<file path="src/hw/rtl/flp_pkg.sv">
// shared types, constants and codes of the flow layout row packer
// no dependencies
package flp_pkg;

	localparam int ROW_DEPTH_DEF = 16;

	localparam int DIM_W  = 20;
	localparam int POSX_W = 22;
	localparam int POSY_W = 32;
	localparam int NEED_W = 22;
	localparam int ALU_W  = 34;
	localparam int CFG_IDX_W = 2;

	localparam logic [DIM_W-1:0] ONE_FX = 20'd16;
	localparam logic [DIM_W-1:0] AVAIL_RESET = 20'd16;

	localparam logic [CFG_IDX_W-1:0] CFG_AVAIL_WIDTH = 2'd0;
	localparam logic [CFG_IDX_W-1:0] CFG_GAP         = 2'd1;
	localparam logic [CFG_IDX_W-1:0] CFG_ALIGN_MODE  = 2'd2;

	localparam logic [1:0] ALIGN_LEFT   = 2'd0;
	localparam logic [1:0] ALIGN_RIGHT  = 2'd1;
	localparam logic [1:0] ALIGN_CENTER = 2'd2;

	typedef enum logic [1:0] {
		ALU_ADD3,
		ALU_SUB,
		ALU_SAT_ADD
	} alu_op_t;

	typedef struct packed {
		alu_op_t     op;
		logic [31:0] a;
		logic [31:0] b;
		logic [31:0] c;
	} alu_req_t;

	typedef enum logic [2:0] {
		ST_IDLE,
		ST_CHECK,
		ST_APPEND,
		ST_ROW_START,
		ST_ROW_BOTTOM,
		ST_READ,
		ST_EMIT,
		ST_ROW_END
	} state_t;

endpackage

</file>
<file path="src/hw/rtl/flp_ram.sv">
// generic single-write, single-read ram with registered read data
// no dependencies
module flp_ram #(
	parameter int WIDTH = 20,
	parameter int DEPTH = 16,
	localparam int AW = (DEPTH > 1) ? $clog2(DEPTH) : 1
) (
	input  logic             clk,
	input  logic             we,
	input  logic [AW-1:0]    waddr,
	input  logic [WIDTH-1:0] wdata,
	input  logic [AW-1:0]    raddr,
	output logic [WIDTH-1:0] rdata
);

	logic [WIDTH-1:0] mem_q [DEPTH];

	always_ff @(posedge clk) begin
		if (we) begin
			mem_q[waddr] <= wdata;
		end
		rdata <= mem_q[raddr];
	end

endmodule

</file>
<file path="src/hw/rtl/flp_alu.sv">
// shared add, subtract and saturating add unit of the row packer
// depends on flp_pkg
module flp_alu (
	input  flp_pkg::alu_req_t          req,
	output logic [flp_pkg::ALU_W-1:0]  res
);

	logic [32:0] sat_sum;

	assign sat_sum = {1'b0, req.a} + {1'b0, req.b};

	always_comb begin
		case (req.op)
			flp_pkg::ALU_ADD3: begin
				res = {2'b00, req.a} + {2'b00, req.b} + {2'b00, req.c};
			end
			flp_pkg::ALU_SUB: begin
				res = {2'b00, req.a} - {2'b00, req.b};
			end
			flp_pkg::ALU_SAT_ADD: begin
				res = sat_sum[32] ? {2'b00, 32'hFFFF_FFFF} : {2'b00, sat_sum[31:0]};
			end
			default: begin
				res = '0;
			end
		endcase
	end

endmodule

</file>
<file path="src/hw/rtl/flow_layout_row_packer_core.sv">
// greedy line-wrap flow layout in 16.4 fixed point
// Item sizes enter on in_valid/in_ready (item_width, item_height, final_item).
// Positions leave on out_valid/out_ready, one transfer per placed item, with
// last on the final result caused by an input and total_height on the final
// result of a final item. Registers are written on cfg_we (0 avail_width,
// 1 gap, 2 align_mode); the user must write them only while the block is idle
// and the block does not enforce this. A small sequencer drives one shared
// adder/subtractor (flp_alu) and a row buffer ram (flp_ram). An item that fits
// the open row and does not close it passes the check and append steps and
// produces no result. Closing a row steps through the row offset, the row
// bottom, a buffer read and then a position add and emit for each item, and
// the advance of the row top. An item that closes a row before and after
// itself spends both closings. in_ready is high only in the idle state.
// If the receiver stalls, the emit step waits with the result held in the
// output register; no result is dropped.
// After reset the row is empty, the row top is zero, avail_width is 1.0,
// gap and align_mode are zero; the row buffer needs no clearing.
// depends on flp_pkg, flp_alu, flp_ram
module flow_layout_row_packer_core #(
	parameter int ROW_DEPTH = flp_pkg::ROW_DEPTH_DEF
) (
	input  logic                              clk,
	input  logic                              arst_n,
	input  logic                              in_valid,
	output logic                              in_ready,
	input  logic [flp_pkg::DIM_W-1:0]         item_width,
	input  logic [flp_pkg::DIM_W-1:0]         item_height,
	input  logic                              final_item,
	output logic                              out_valid,
	input  logic                              out_ready,
	output logic signed [flp_pkg::POSX_W-1:0] pos_x,
	output logic [flp_pkg::POSY_W-1:0]        pos_y,
	output logic [flp_pkg::POSY_W-1:0]        total_height,
	output logic                              last,
	input  logic                              cfg_we,
	input  logic [flp_pkg::CFG_IDX_W-1:0]     cfg_index,
	input  logic [flp_pkg::DIM_W-1:0]         cfg_data
);

	localparam int AW = (ROW_DEPTH > 1) ? $clog2(ROW_DEPTH) : 1;
	localparam int CW = $clog2(ROW_DEPTH + 1);

	flp_pkg::state_t state_q, state_d;

	logic [flp_pkg::DIM_W-1:0]  avail_q, gap_q;
	logic [1:0]                 align_q;

	logic [flp_pkg::DIM_W-1:0]  fill_q, tallest_q;
	logic [CW-1:0]              count_q, idx_q;
	logic [flp_pkg::POSY_W-1:0] top_q, bottom_q;
	logic                       close_after_q;

	logic [flp_pkg::DIM_W-1:0]  w_q, h_q;
	logic                       fin_q;
	logic [flp_pkg::NEED_W-1:0] need_q;
	logic [flp_pkg::POSX_W-1:0] x_q;

	logic                       out_valid_q, last_q;
	logic [flp_pkg::POSX_W-1:0] pos_x_q;
	logic [flp_pkg::POSY_W-1:0] pos_y_q, total_q;

	flp_pkg::alu_req_t          alu_req;
	logic [flp_pkg::ALU_W-1:0]  alu_res;
	logic [flp_pkg::DIM_W-1:0]  rd_data;

	logic                       out_free, idx_last, row_close;
	logic signed [20:0]         diff;
	logic [flp_pkg::POSX_W-1:0] x0;

	assign out_free = !out_valid_q || out_ready;
	assign idx_last = (idx_q + CW'(1)) == count_q;
	assign row_close = (count_q != '0) &&
		((count_q == CW'(ROW_DEPTH)) ||
		 (alu_res[flp_pkg::NEED_W-1:0] > {2'b00, avail_q}));

	assign diff = alu_res[20:0];

	always_comb begin
		case (align_q)
			flp_pkg::ALIGN_RIGHT:  x0 = {{1{diff[20]}}, diff};
			flp_pkg::ALIGN_CENTER: x0 = {{2{diff[20]}}, diff[20:1]};
			default:               x0 = '0;
		endcase
	end

	flp_alu u_alu (
		.req (alu_req),
		.res (alu_res)
	);

	flp_ram #(
		.WIDTH (flp_pkg::DIM_W),
		.DEPTH (ROW_DEPTH)
	) u_row_buf (
		.clk   (clk),
		.we    (state_q == flp_pkg::ST_APPEND),
		.waddr (count_q[AW-1:0]),
		.wdata (w_q),
		.raddr (idx_q[AW-1:0]),
		.rdata (rd_data)
	);

	always_comb begin
		state_d  = state_q;
		in_ready = 1'b0;
		alu_req  = '{op: flp_pkg::ALU_ADD3, a: '0, b: '0, c: '0};
		case (state_q)
			flp_pkg::ST_IDLE: begin
				in_ready = 1'b1;
				if (in_valid) begin
					state_d = flp_pkg::ST_CHECK;
				end
			end
			flp_pkg::ST_CHECK: begin
				alu_req = '{op: flp_pkg::ALU_ADD3, a: 32'(fill_q), b: 32'(gap_q),
					c: 32'(w_q)};
				state_d = row_close ? flp_pkg::ST_ROW_START : flp_pkg::ST_APPEND;
			end
			flp_pkg::ST_APPEND: begin
				state_d = fin_q ? flp_pkg::ST_ROW_START : flp_pkg::ST_IDLE;
			end
			flp_pkg::ST_ROW_START: begin
				alu_req = '{op: flp_pkg::ALU_SUB, a: 32'(avail_q), b: 32'(fill_q),
					c: '0};
				state_d = flp_pkg::ST_ROW_BOTTOM;
			end
			flp_pkg::ST_ROW_BOTTOM: begin
				alu_req = '{op: flp_pkg::ALU_SAT_ADD, a: top_q, b: 32'(tallest_q),
					c: '0};
				state_d = flp_pkg::ST_READ;
			end
			flp_pkg::ST_READ: begin
				state_d = flp_pkg::ST_EMIT;
			end
			flp_pkg::ST_EMIT: begin
				alu_req = '{op: flp_pkg::ALU_ADD3, a: 32'(x_q), b: 32'(rd_data),
					c: 32'(gap_q)};
				if (out_free) begin
					state_d = idx_last ? flp_pkg::ST_ROW_END : flp_pkg::ST_READ;
				end
			end
			flp_pkg::ST_ROW_END: begin
				alu_req = '{op: flp_pkg::ALU_SAT_ADD, a: bottom_q, b: 32'(gap_q),
					c: '0};
				state_d = close_after_q ? flp_pkg::ST_IDLE : flp_pkg::ST_APPEND;
			end
			default: begin
				state_d = flp_pkg::ST_IDLE;
			end
		endcase
	end

	// control state, config and row bookkeeping
	always_ff @(posedge clk or negedge arst_n) begin
		if (!arst_n) begin
			state_q       <= flp_pkg::ST_IDLE;
			avail_q       <= flp_pkg::AVAIL_RESET;
			gap_q         <= '0;
			align_q       <= flp_pkg::ALIGN_LEFT;
			fill_q        <= '0;
			tallest_q     <= '0;
			count_q       <= '0;
			idx_q         <= '0;
			top_q         <= '0;
			close_after_q <= 1'b0;
			out_valid_q   <= 1'b0;
		end else begin
			state_q <= state_d;
			if (cfg_we) begin
				case (cfg_index)
					flp_pkg::CFG_AVAIL_WIDTH: avail_q <= cfg_data;
					flp_pkg::CFG_GAP:         gap_q   <= cfg_data;
					flp_pkg::CFG_ALIGN_MODE:  align_q <= cfg_data[1:0];
					default: ;
				endcase
			end
			if ((state_q == flp_pkg::ST_EMIT) && out_free) begin
				out_valid_q <= 1'b1;
			end else if (out_ready) begin
				out_valid_q <= 1'b0;
			end
			case (state_q)
				flp_pkg::ST_CHECK: begin
					close_after_q <= 1'b0;
				end
				flp_pkg::ST_APPEND: begin
					fill_q <= (count_q == '0) ? w_q : need_q[flp_pkg::DIM_W-1:0];
					if (h_q > tallest_q) begin
						tallest_q <= h_q;
					end
					count_q       <= count_q + CW'(1);
					close_after_q <= fin_q;
				end
				flp_pkg::ST_ROW_START: begin
					idx_q <= '0;
				end
				flp_pkg::ST_EMIT: begin
					if (out_free) begin
						idx_q <= idx_q + CW'(1);
					end
				end
				flp_pkg::ST_ROW_END: begin
					top_q     <= close_after_q ? '0 : alu_res[flp_pkg::POSY_W-1:0];
					fill_q    <= '0;
					tallest_q <= '0;
					count_q   <= '0;
				end
				default: ;
			endcase
		end
	end

	// payload
	always_ff @(posedge clk) begin
		case (state_q)
			flp_pkg::ST_IDLE: begin
				if (in_valid) begin
					w_q   <= (item_width < flp_pkg::ONE_FX) ? flp_pkg::ONE_FX : item_width;
					h_q   <= (item_height < flp_pkg::ONE_FX) ? flp_pkg::ONE_FX : item_height;
					fin_q <= final_item;
				end
			end
			flp_pkg::ST_CHECK: begin
				need_q <= alu_res[flp_pkg::NEED_W-1:0];
			end
			flp_pkg::ST_ROW_START: begin
				x_q <= x0;
			end
			flp_pkg::ST_ROW_BOTTOM: begin
				bottom_q <= alu_res[flp_pkg::POSY_W-1:0];
			end
			flp_pkg::ST_EMIT: begin
				if (out_free) begin
					x_q     <= alu_res[flp_pkg::POSX_W-1:0];
					pos_x_q <= x_q;
					pos_y_q <= top_q;
					last_q  <= idx_last && (close_after_q || !fin_q);
					total_q <= (idx_last && close_after_q) ? bottom_q : '0;
				end
			end
			default: ;
		endcase
	end

	assign out_valid    = out_valid_q;
	assign pos_x        = pos_x_q;
	assign pos_y        = pos_y_q;
	assign total_height = total_q;
	assign last         = last_q;

endmodule

</file>
<file path="config.mk">
export PLATFORM = sky130hd
export DESIGN_NAME = flow_layout_row_packer_core
export DESIGN_NICKNAME = d
export VERILOG_FILES = /design/src/hw/rtl/flp_pkg.sv /design/src/hw/rtl/flp_ram.sv /design/src/hw/rtl/flp_alu.sv /design/src/hw/rtl/flow_layout_row_packer_core.sv
export SDC_FILE = /design/constraint.sdc
export NUM_CORES = 1
export LEC_CHECK = 0
export BUFFER_PORTS_ARGS = -buffer_cell sky130_fd_sc_hd__buf_2
export CAP_MARGIN = 20
export CELL_PAD_IN_SITES_DETAIL_PLACEMENT = 0
export CELL_PAD_IN_SITES_GLOBAL_PLACEMENT = 1
export CORE_MARGIN = 2
export CORE_UTILIZATION = 46
export DETAILED_ROUTE_END_ITERATION = 8
export GPL_TIMING_DRIVEN = 0
export PLACE_DENSITY_LB_ADDON = 0.1
export SYNTH_ARGS = -nofsm -noshare
export SYNTH_HDL_FRONTEND = slang
export SYNTH_SLANG_ARGS = --single-unit
</file>
<file path="constraint.sdc">
create_clock -name clk -period 7.45 [get_ports clk]
set_clock_uncertainty 0.2 [all_clocks]
set_input_delay 0.745 -clock clk [delete_from_list [all_inputs] [get_ports clk]]
set_output_delay 0.745 -clock clk [all_outputs]
set_load 0.03 [all_outputs]
</file>
# Yosys cells after proc, flatten, opt, wreduce, memory -nomap -nowiden
# Memories as Yosys holds them, arrays and structs flattened. A register that Yosys moved wholly into a read port is not among the register bits.
# Index checks and enable logic that the tools add are counted.
# W data, S select, Z words.
dict set report totals {
  elab_cells 103
  output_inout_bits 89
  register_bits 331
  ram_bits 320
  n_memories 1
  input_bits 68
}
# name depth word_bits rd rd_ports_with_merged_regs wr line
set mem_list {}
lappend mem_list {u_row_buf.mem_q 16 20 1 1 1 flp_ram.sv:16} ;# logic [WIDTH-1:0] mem_q [DEPTH];
dict set report op_classes {
  n_mux 27
  n_eq_ne 18
  reduce_logical 26
  addsub 6
  magnitude_cmp 4
}
# operator n
set ops {}
lappend ops {{$pmux W98 S5} 1}
lappend ops {{$pmux W32 S3} 1}
lappend ops {{$pmux W22 S2} 2}
lappend ops {{$pmux W20 S2} 2}
lappend ops {{$add A32 B32 Y32} 2}
lappend ops {{$mux W32} 2}
lappend ops {{$lt A20 B5 Y1 const B} 2}
lappend ops {{$mux W20} 2}
lappend ops {{$add A32 B32 Y33} 1}
lappend ops {{$sub A32 B32 Y32} 1}
lappend ops {{$pmux W3 S8} 1}
lappend ops {{$gt A22 B20 Y1} 1}
lappend ops {{$mux W22} 1}
lappend ops {{$gt A20 B20 Y1} 1}
lappend ops {{$pmux W5 S2} 2}
lappend ops {{$reduce_and A2 Y1} 8}
lappend ops {{$eq A3 B3 Y1 const B} 4}
lappend ops {{$add A5 B1 Y5 const B} 2}
lappend ops {{$reduce_bool A2 Y1} 4}
lappend ops {{$eq A2 B1 Y1 const B} 3}
lappend ops {{$eq A2 B2 Y1 const B} 3}
lappend ops {{$eq A3 B2 Y1 const B} 2}
lappend ops {{$mux W1} 6}
lappend ops {{$mux W2} 3}
lappend ops {{14 further kinds} 24}

# Depth between registers and ports, before layout
# Gate-level depths: netlist (run 1).
dict set report logic_depth {
  word_depth 10
  ltp_mapped 33
  mapped_depth_nobuf 29
}

# By module
# From an unflattened synthesis (run 1), not the netlist that was laid out.
dict set report unflattened {
  hier_cells 2700
  hier_area_um2 34117.7
}
# module n_inst cells_each area_each_um2 seq_area_each_um2
set by_module_without_submodules {}
lappend by_module_without_submodules {flow_layout_row_packer_core 1 1248 15147.0 9295.2}
lappend by_module_without_submodules {flp_ram 1 533 12530.8 10009.6}
lappend by_module_without_submodules {flp_alu 1 919 6439.9 0.0}

# Worst setup path after synthesis (run 1)
# OpenSTA, ideal clock, no wires.
dict set report synth_timing {
  path_kind {reg2reg}
  from {register state_q[2]}
  to {register state_q[0]}
  arrival_ns 6.738
  stages_incl_launch_ff 28
  period_less_slack_ns 7.087
  path_buffers 5
  required_time_ns 7.101
  path_slack_ns 0.363
  setup_time_ns 0.149
  path_cell_list {dfrtp_1 > clkbuf_1 > clkbuf_1 > clkbuf_1 > buf_1 > nor3b_1 > clkbuf_1 > a22oi_1 > fa_1 > inv_1 > ha_1 > nor2b_1 > o31a_1 > or4_4 > a31oi_4 > o21ai_0 > xor2_1 > a221oi_1 > inv_1 > ha_1 > a21o_1 > a21o_1 > a221oi_1 > o211ai_1 > a221oi_1 > a31oi_1 > nor3_1 > a31oi_1}
}
dict set report synth_between {
  elab_chain_cells 10
  word_cells_on_any_way 26
  cone_classes {add/sub (4); order compare (1); eq/ne (11); mux (5); reduce/logical (5)}
}
# item line
set synth_lines {}
lappend synth_lines {{start: declaration} flow_layout_row_packer_core.sv:43} ;# flp_pkg::state_t state_q, state_d;
lappend synth_lines {{start signal: assignment} flow_layout_row_packer_core.sv:156} ;# state_q <= flp_pkg::ST_IDLE;
lappend synth_lines {{start signal: assignment} flow_layout_row_packer_core.sv:168} ;# state_q <= state_d;
lappend synth_lines {{$eq A3 B3 Y1 (tied with other cells)} flow_layout_row_packer_core.sv:107} ;# case (state_q)
lappend synth_lines {{$pmux W98 S5 (*)} flow_layout_row_packer_core.sv:107}
lappend synth_lines {{$add A32 B32 Y32 / $add A32 B32 Y33 (equally long branches)} {flp_alu.sv:15, flp_alu.sv:10}}
lappend synth_lines {{$add A32 B32 Y32 / $mux W32 (equally long branches)} {flp_alu.sv:15, flp_alu.sv:21}}
lappend synth_lines {{$pmux W32 S3 (*)} flp_alu.sv:13} ;# case (req.op)
lappend synth_lines {{named net alu_res, one bit} flow_layout_row_packer_core.sv:63} ;# logic [flp_pkg::ALU_W-1:0] alu_res;
lappend synth_lines {{$gt A22 B20 Y1 (*)} flow_layout_row_packer_core.sv:74} ;# (alu_res[flp_pkg::NEED_W-1:0] > {2'b00, avail_q}));
lappend synth_lines {{$logic_or A1 B1 Y1 (*)} flow_layout_row_packer_core.sv:73} ;# ((count_q == CW'(ROW_DEPTH)) ||
lappend synth_lines {{$logic_and A1 B1 Y1 (*)} flow_layout_row_packer_core.sv:72} ;# assign row_close = (count_q != '0) &&
lappend synth_lines {{$mux W1 (*)} flow_layout_row_packer_core.sv:117} ;# state_d = row_close ? flp_pkg::ST_ROW_START : flp_pkg::ST_APPEND;
lappend synth_lines {{$pmux W3 S8 (*)} flow_layout_row_packer_core.sv:107}
# The timed path passes the listed nets; every way through them passes the cells marked *.
# A chain may end at the register's enable or synchronous reset.

# Worst setup path in the final report (run 1)
# Ends and elaborated chain as after synthesis.

==> reports/metrics.json, run 1 <==
{
  "timing": {
    "time_the_final_worst_path_needs_with_i_o_delays_and_setup_ps": 7300,
    "period_share_pct": 98.0,
    "slew-limit-headroom_pct": 24.3,
    "transition_at_the_pin_with_the_smallest_max_transition_slack_ps": 1140,
    "final-setup-viol-count": 0,
    "fmaxAchievable_mhz": 137,
    "slew_viol_final": 0,
    "hold_viol": 0,
    "final_setup_tns_ps": 0
  },
  "global_routing": {
    "grt_start_max_net_pins": 87,
    "global_route.usage.total_pct": 27.2,
    "grt_remaining_overflow": 0,
    "first_global_vias": 21117,
    "global_route_wire_length_before_repair_mm": 139,
    "grt_antenna_before_repair": 1
  },
  "synth": {
    "synth_register_bits": 671,
    "synth.cells.most_frequent": "edfxtp_1 (522), nand2_1 (181), inv_1 (160)",
    "synth_area_per_cell_um2": 13.5,
    "synthFlopType": "edfxtp_1",
    "postSynthNetCount": 2555,
    "synthDominantAreaCellType": "edfxtp_1",
    "post_synth_inst_count": 2357,
    "synthDominantCellAreaShare_pct": 49.3,
    "synth_async_sr_flop_share_pct": 19.2,
    "netlist_top_cells_area": "edfxtp_1 (49%), dfrtp_1 (10%), mux4_2 (7.1%)",
    "synth_cell_type_count": 79,
    "yosys_warnings": 0,
    "most_common_cell_in_the_synthesized_netlist": "edfxtp_1",
    "synth_sequential_area_ratio_pct": 60.8,
    "syn_area_um2": 31800,
    "synth-edff-count": 522
  },
  "placement": {
    "detailed_place_hpwl_mm": 71.9,
    "io_buffer_count": 156,
    "global_placer_s_final_weighted_congestion": 0.928,
    "place_inst": 3418
  },
  "clocking": {
    "tritoncts.num_buffers": 73,
    "cts_num_sinks": 671,
    "tritoncts_clock_tree": "built",
    "clk_pin_slew_worst_paths_ps": 60,
    "cts_h_tree_depth": 3,
    "cts_root_buffer": "clkbuf_16",
    "cts-root-to-sink-buffers": 3,
    "clock_latency_ps": 640
  },
  "worst_setup_path": {
    "crit_top_cell": "clkbuf_8",
    "cp_slowest_stage_delay_ps": 490,
    "worst_setup_path_start_kind": "flop",
    "timing_worst_setup_path_type": "flop to flop",
    "worst-endpoint-required_ps": 7660,
    "biggest_fanout_along_the_worst_timing_path": 10,
    "worst_path_slowest_cell": "fa_1",
    "critPathCaptureType": "flop",
    "arrival_ps": 7510
  },
  "final_layout": {
    "multi_input_area_um2": 11400,
    "number_of_filler_instances_in_the_final_layout": 5741,
    "nNetsFinal": 2819,
    "area_of_all_sequential_standard_cells_um2": 19300,
    "final_layout_size_suffix_gt1_share_pct": 19.7,
    "area.growth.synth_to_final_pct": 16.6,
    "finalNonFillerCells": 3563,
    "antennaDiodeCount": 0
  },
  "detailed_routing": {
    "finalWirelength_mm": 95.5,
    "vias": 20859,
    "viasPerCell": 5.85,
    "drt.antenna.violating_nets": 0,
    "wl_per_cell_um": 26.8,
    "drt_iter0_markers": 1946,
    "drt-pass1-iter-count": 5,
    "route.detailed.drc": 0
  },
  "floorplanning": {
    "initial_core_util_pct": 46.4,
    "floorplan.die_area_um2": 71200,
    "die_width_um": 267,
    "floorplan.core_area_um2": 68500,
    "rows": 96,
    "overall_die_height_um": 267,
    "boundaryPins": 157
  },
  "hold_path": {
    "min-delay-path-class": "input pin to flop"
  },
  "run": {
    "max-cap-violations": 0
  },
  "status": {
    "result_of_the_run": "finished, final reports clean"
  }
}
flip-flops by register name, indices dropped and copies added, names as in the netlist, 22 cells and up:
signal and flops:
u_row_buf.mem_q 320, x_q 22, top_q 32, bottom_q 32, total_height 32, pos_x 22
pos_y 32
layer usage:
| layer | wire (um) | global-route usage (%) |
|---|---|---|
| met3 | 5420 | 3.55 |
| met5 | 17 | 0 |
| met1 | 38800 | 35.0 |
| met2 | 47900 | 47.2 |
| met4 | 3330 | 9.60 |
kinds of logic (layout without fill, tap and decap cells):
group                    after synthesis  count (layout)  synth area share, %
AO/OA/AOI/OAI                        535             535                 11.3
XOR/XNOR                              63              63                 1.74
adder cells (fa/ha/maj)              130             130                 5.66
buffers and inverters                322             646                 3.84
flip-flops                           671             671                 60.8
multiplexers                         170             170                 9.47
AND/OR/NAND/NOR                      466             466                 7.20
layout by cell type (no fill, tap or decap), types with 66 or more instances in the layout:
cell | netlist | final
a21o_1 | 68 | 67
inv_1 | 160 | 157
o21ai_0 | 121 | 120
dfrtp_1 | 128 | 127
ha_1 | 107 | 107
clkbuf_1 | 128 | 114
buf_2 | 6 | 163
nand2_1 | 181 | 181
clkbuf_16 | 0 | 75
edfxtp_1 | 522 | 522
a21oi_1 | 92 | 90
nor2_1 | 69 | 66
mux4_2 | 100 | 100
stage by stage:
step                      worst slack (ps)  hold slack [ps]  util, %  cell area, um2
after detailed placement             -2540              253     49.9           34200
final                                  152              104     54.1           37100
after global placement               -2840              241     49.1           33600
after floorplan                        363              226        -           31800
after global routing                 -1.33             94.1     54.1           37100
after CTS                             18.7             84.5     54.0           37000
final timing paths:
kind,startpoint,end,slack [ps],cells after the start
min reg2reg,x_q[17]$_DFFE_PP_,pos_x[17]$_DFFE_PP_,260,0
max in group asynchronous,arst_n,tallest_q[12]$_DFFE_PN0P_,5760,3
max reg2reg,state_q[2]$_DFFE_PN0P_,state_q[0]$_DFFE_PN0P_,150,29
min,final_item,fin_q$_DFFE_PP_,100,1
min in group asynchronous,arst_n,avail_q[15]$_DFFE_PN0P_,400,2
max,state_q[2]$_DFFE_PN0P_,state_q[0]$_DFFE_PN0P_,150,29
layout make-up:
class / count / area share [%]
flip-flops and latches: 671 / 52.1
multi-input cells: 1364 / 30.8
clock buffers: 94 / 5.45
repair buffers: 194 / 3.83
well taps: 882 / 2.98
plain buffers: 151 / 1.82
inverters: 166 / 1.70
clock inverters: 41 / 1.29
critical path, delay by kind of cell, from the launching register on:
kind                     cells  cell delay (ps)
AO/OA/AOI/OAI               11             2640
adder cells (fa/ha/maj)      4             1260
AND/OR/NAND/NOR              7             1240
buffers and inverters        6             1070
flip-flops                   1              440
XOR/XNOR                     1              190
timing repair:
| item | in CTS | in global routing |
|---|---|---|
| gates cloned | 0 | 0 |
| setup endpoints to repair | 62 | 1 |
| buffers inserted | 7 | 7 |
| hold buffers | 1 | 0 |
| resized for setup | 62 | 25 |
| pin swaps | 7 | 10 |
| endpoints found under the hold margin | 42 | 0 |
Power of run 1 is left out: the tool's default activity adds up to more than one toggle a clock period on the data nets, which glitch-free logic cannot reach.
==> inputs of run 2 (changes only) <==
CORE_UTILIZATION = 51   (was 46)
clock period = 7.6 ns   (was 7.45 ns; I/O delays follow)
==> reports/metrics.json, run 2 (synthesis gave the netlist of run 1 again) <==
{
  "status": {
    "result_of_the_run": {"value": "finished, final reports clean", "change": "unchanged"}
  },
  "clocking": {
    "tritoncts.num_buffers": {"value": 71, "change": "was 73"},
    "clock_latency": {"value": 640, "unit": "ps", "change": "about the same"},
    "cts-root-to-sink-buffers": {"value": 3, "change": "unchanged"},
    "cts_root_buffer": {"value": "clkbuf_16", "change": "unchanged"},
    "cts_num_sinks": {"value": 671, "change": "unchanged"},
    "clk_pin_slew_worst_paths": {"value": 60, "unit": "ps", "change": "about the same"},
    "tritoncts_clock_tree": {"value": "built", "change": "unchanged"},
    "cts_h_tree_depth": {"value": 3, "change": "unchanged"}
  },
  "hold_path": {
    "min_path_cells": {"value": 1, "change": "unchanged"},
    "timing.hold.worst_endpoint": {"value": "fin_q$_DFFE_PP_", "change": "unchanged"},
    "min_from": {"value": "final_item", "change": "unchanged"},
    "min-delay-path-class": {"value": "input pin to flop", "change": "unchanged"}
  },
  "final_layout": {
    "area_of_all_sequential_standard_cells": {"value": 19300, "unit": "um2", "change": "unchanged"},
    "nNetsFinal": {"value": 2820, "change": "was 2819"},
    "number_of_filler_instances_in_the_final_layout": {"value": 4889, "change": "was 5741"},
    "layout_commonest_cell": {"value": "edfxtp_1", "change": "unchanged"},
    "multi_input_area": {"value": 11400, "unit": "um2", "change": "about the same"},
    "area.growth.synth_to_final": {"value": 15.8, "unit": "%", "change": "was 16.6%"},
    "finalNonFillerCells": {"value": 3517, "change": "was 3563"},
    "antennaDiodeCount": {"value": 0, "change": "unchanged"},
    "largest_reg_flops": {"value": 320, "change": "unchanged"},
    "summed_area_of_non_filler_cells_in_the_final_layout": {"value": 36800, "unit": "um2", "change": "was 37100 um2"},
    "final_core_utilization": {"value": 59.7, "unit": "%", "change": "was 54.1%"},
    "leading_cell_types_in_the_layout_fill_and_taps_excluded": {"value": "edfxtp_1 (522), nand2_1 (181), buf_2 (162)", "change": "was edfxtp_1 (522), nand2_1 (181), buf_2 (163)"},
    "largest_register": {"value": "u_row_buf.mem_q", "change": "unchanged"},
    "final_layout_size_suffix_gt1_share": {"value": 19.8, "unit": "%", "change": "was 19.7%"}
  },
  "timing": {
    "final-setup-viol-count": {"value": 0, "change": "unchanged"},
    "period_share": {"value": 98.4, "unit": "%", "change": "was 98.0%"},
    "time_the_final_worst_path_needs_with_i_o_delays_and_setup": {"value": 7480, "unit": "ps", "change": "was 7300 ps"},
    "final_setup_tns": {"value": 0, "unit": "ps", "change": "unchanged"},
    "fmaxAchievable": {"value": 134, "unit": "MHz", "change": "was 137 MHz"},
    "slew_viol_final": {"value": 0, "change": "unchanged"},
    "transition_at_the_pin_with_the_smallest_max_transition_slack": {"value": 1230, "unit": "ps", "change": "was 1140 ps"},
    "hold_viol": {"value": 0, "change": "unchanged"},
    "slew-limit-headroom": {"value": 18.2, "unit": "%", "change": "was 24.3%"}
  },
  "floorplanning": {
    "rows": {"value": 91, "change": "was 96"},
    "die_width": {"value": 254, "unit": "um", "change": "was 267 um"},
    "initial_core_util": {"value": 51.6, "unit": "%", "change": "was 46.4%"},
    "floorplan.core_area": {"value": 61600, "unit": "um2", "change": "was 68500 um2"},
    "overall_die_height": {"value": 254, "unit": "um", "change": "was 267 um"},
    "boundaryPins": {"value": 157, "change": "unchanged"},
    "floorplan.die_area": {"value": 64300, "unit": "um2", "change": "was 71200 um2"}
  },
  "worst_setup_path": {
    "worst_path_slowest_cell": {"value": "fa_1", "change": "unchanged"},
    "timing_worst_setup_path_type": {"value": "flop to flop", "change": "unchanged"},
    "crit_family": {"value": "compound AO/OA/AOI/OAI gates", "change": "unchanged"},
    "worst_setup_path_start_kind": {"value": "flop", "change": "unchanged"},
    "worstRegToRegCells": {"value": 29, "change": "unchanged"},
    "regToRegEndpoint": {"value": "state_q[0]$_DFFE_PN0P_", "change": "unchanged"},
    "critPathCaptureType": {"value": "flop", "change": "unchanged"},
    "biggest_fanout_along_the_worst_timing_path": {"value": 19, "change": "was 10"},
    "reg2reg_slack": {"value": 120, "unit": "ps", "change": "was 150 ps"},
    "crit_top_cell": {"value": "inv_1", "change": "was clkbuf_8"},
    "worst-endpoint-required": {"value": 7810, "unit": "ps", "change": "was 7660 ps"},
    "arrival": {"value": 7690, "unit": "ps", "change": "was 7510 ps"},
    "crit_buf_inv": {"value": 7, "change": "was 6"},
    "regToRegStartpoint": {"value": "state_q[0]$_DFFE_PN0P_", "change": "was state_q[2]$_DFFE_PN0P_"},
    "cp_slowest_stage_delay": {"value": 470, "unit": "ps", "change": "was 490 ps"}
  },
  "placement": {
    "place_inst": {"value": 3375, "change": "was 3418"},
    "detailed_place_hpwl": {"value": 72.3, "unit": "mm", "change": "was 71.9 mm"},
    "io_buffer_count": {"value": 156, "change": "unchanged"},
    "global_placer_s_final_weighted_congestion": {"value": 0.974, "change": "was 0.928"},
    "postPlaceCellArea": {"value": 34100, "unit": "um2", "change": "was 34200 um2"}
  },
  "global_routing": {
    "global_route.usage.met2": {"value": 51.7, "unit": "%", "change": "was 47.2%"},
    "grt_start_max_net_pins": {"value": 87, "change": "unchanged"},
    "met1_usage": {"value": 38.8, "unit": "%", "change": "was 35.0%"},
    "first_global_vias": {"value": 21545, "change": "was 21117"},
    "grt_util_met3": {"value": 4.76, "unit": "%", "change": "was 3.55%"},
    "global_route.usage.total": {"value": 31.1, "unit": "%", "change": "was 27.2%"},
    "global_route_wire_length_before_repair": {"value": 143, "unit": "mm", "change": "was 139 mm"},
    "grt_antenna_before_repair": {"value": 3, "change": "was 1"},
    "busiest_layer": {"value": "met2", "change": "unchanged"},
    "grt_remaining_overflow": {"value": 0, "change": "unchanged"}
  },
  "detailed_routing": {
    "vias": {"value": 21367, "change": "was 20859"},
    "drt-pass1-iter-count": {"value": 7, "change": "was 5"},
    "route.detailed.drc": {"value": 0, "change": "unchanged"},
    "viasPerCell": {"value": 6.08, "change": "was 5.85"},
    "wl_per_cell": {"value": 27.8, "unit": "um", "change": "was 26.8 um"},
    "drt_iter0_markers": {"value": 2187, "change": "was 1946"},
    "drt.antenna.violating_nets": {"value": 0, "change": "unchanged"},
    "finalWirelength": {"value": 97.8, "unit": "mm", "change": "was 95.5 mm"}
  },
  "run": {
    "max-cap-violations": {"value": 0, "change": "unchanged"}
  }
}
[run 2: worst max-delay path by stage]
stage                     cells past startpoint                    from  slack, ps                endpoint
final                                        29  state_q[0]$_DFFE_PN0P_        120  state_q[0]$_DFFE_PN0P_
after global routing                         28  state_q[1]$_DFFE_PN0P_        -30  state_q[0]$_DFFE_PN0P_
after CTS                                    32  state_q[2]$_DFFE_PN0P_         10  state_q[0]$_DFFE_PN0P_
after detailed placement                     29  state_q[2]$_DFFE_PN0P_      -2730  state_q[0]$_DFFE_PN0P_
after global placement                       27  state_q[2]$_DFFE_PN0P_      -2820  state_q[0]$_DFFE_PN0P_
after floorplan                              27  state_q[2]$_DFFE_PN0P_        510  state_q[0]$_DFFE_PN0P_
[run 2: what timing repair did]
item | in CTS | in global routing
endpoints found under the setup margin | 53 | 1
hold buffers | 1 | 0
resized for setup | 49 | 43
pin swaps | 3 | 2
hold endpoints to repair | 42 | 0
setup buffers | 10 | 4
[run 2: area by class of cell]
cell class	count	share of cell area, %
clock inverters	40	1.16
repair buffers	197	3.66
inverters	166	1.71
plain buffers	151	1.84
clock buffers	91	5.28
multi-input cells	1364	31.0
flip-flops and latches	671	52.5
well taps	837	2.85
[run 2: through the flow]
step | worst slack (ps) | hold slack, ps
after global placement | -2820 | 246
after global routing | -27.9 | 141
final | 118 | 149
after floorplan | 513 | 226
after detailed placement | -2730 | 251
after CTS | 12.9 | 133
[run 2: worst register-to-register path, delay by kind of cell (launching register included)]
kind / cells / cell delay (ps)
flops: 1 / 390
fa+ha+maj: 4 / 1270
xor+xnor: 1 / 200
buf+inv: 7 / 1400
compound gates: 11 / 2680
simple gates: 6 / 1140
[run 2: routing by layer]
metal  share of wire (%)  wire length (um)  vias to the layer above
li1                    -                 -                     9336
met1                  38             37100                    10780
met2                  49             47700                      986
met3                 6.8              6660                      263
met4                 6.4              6250                        2
met5               0.011                11                        -
Power of run 2 is left out for the same reason.
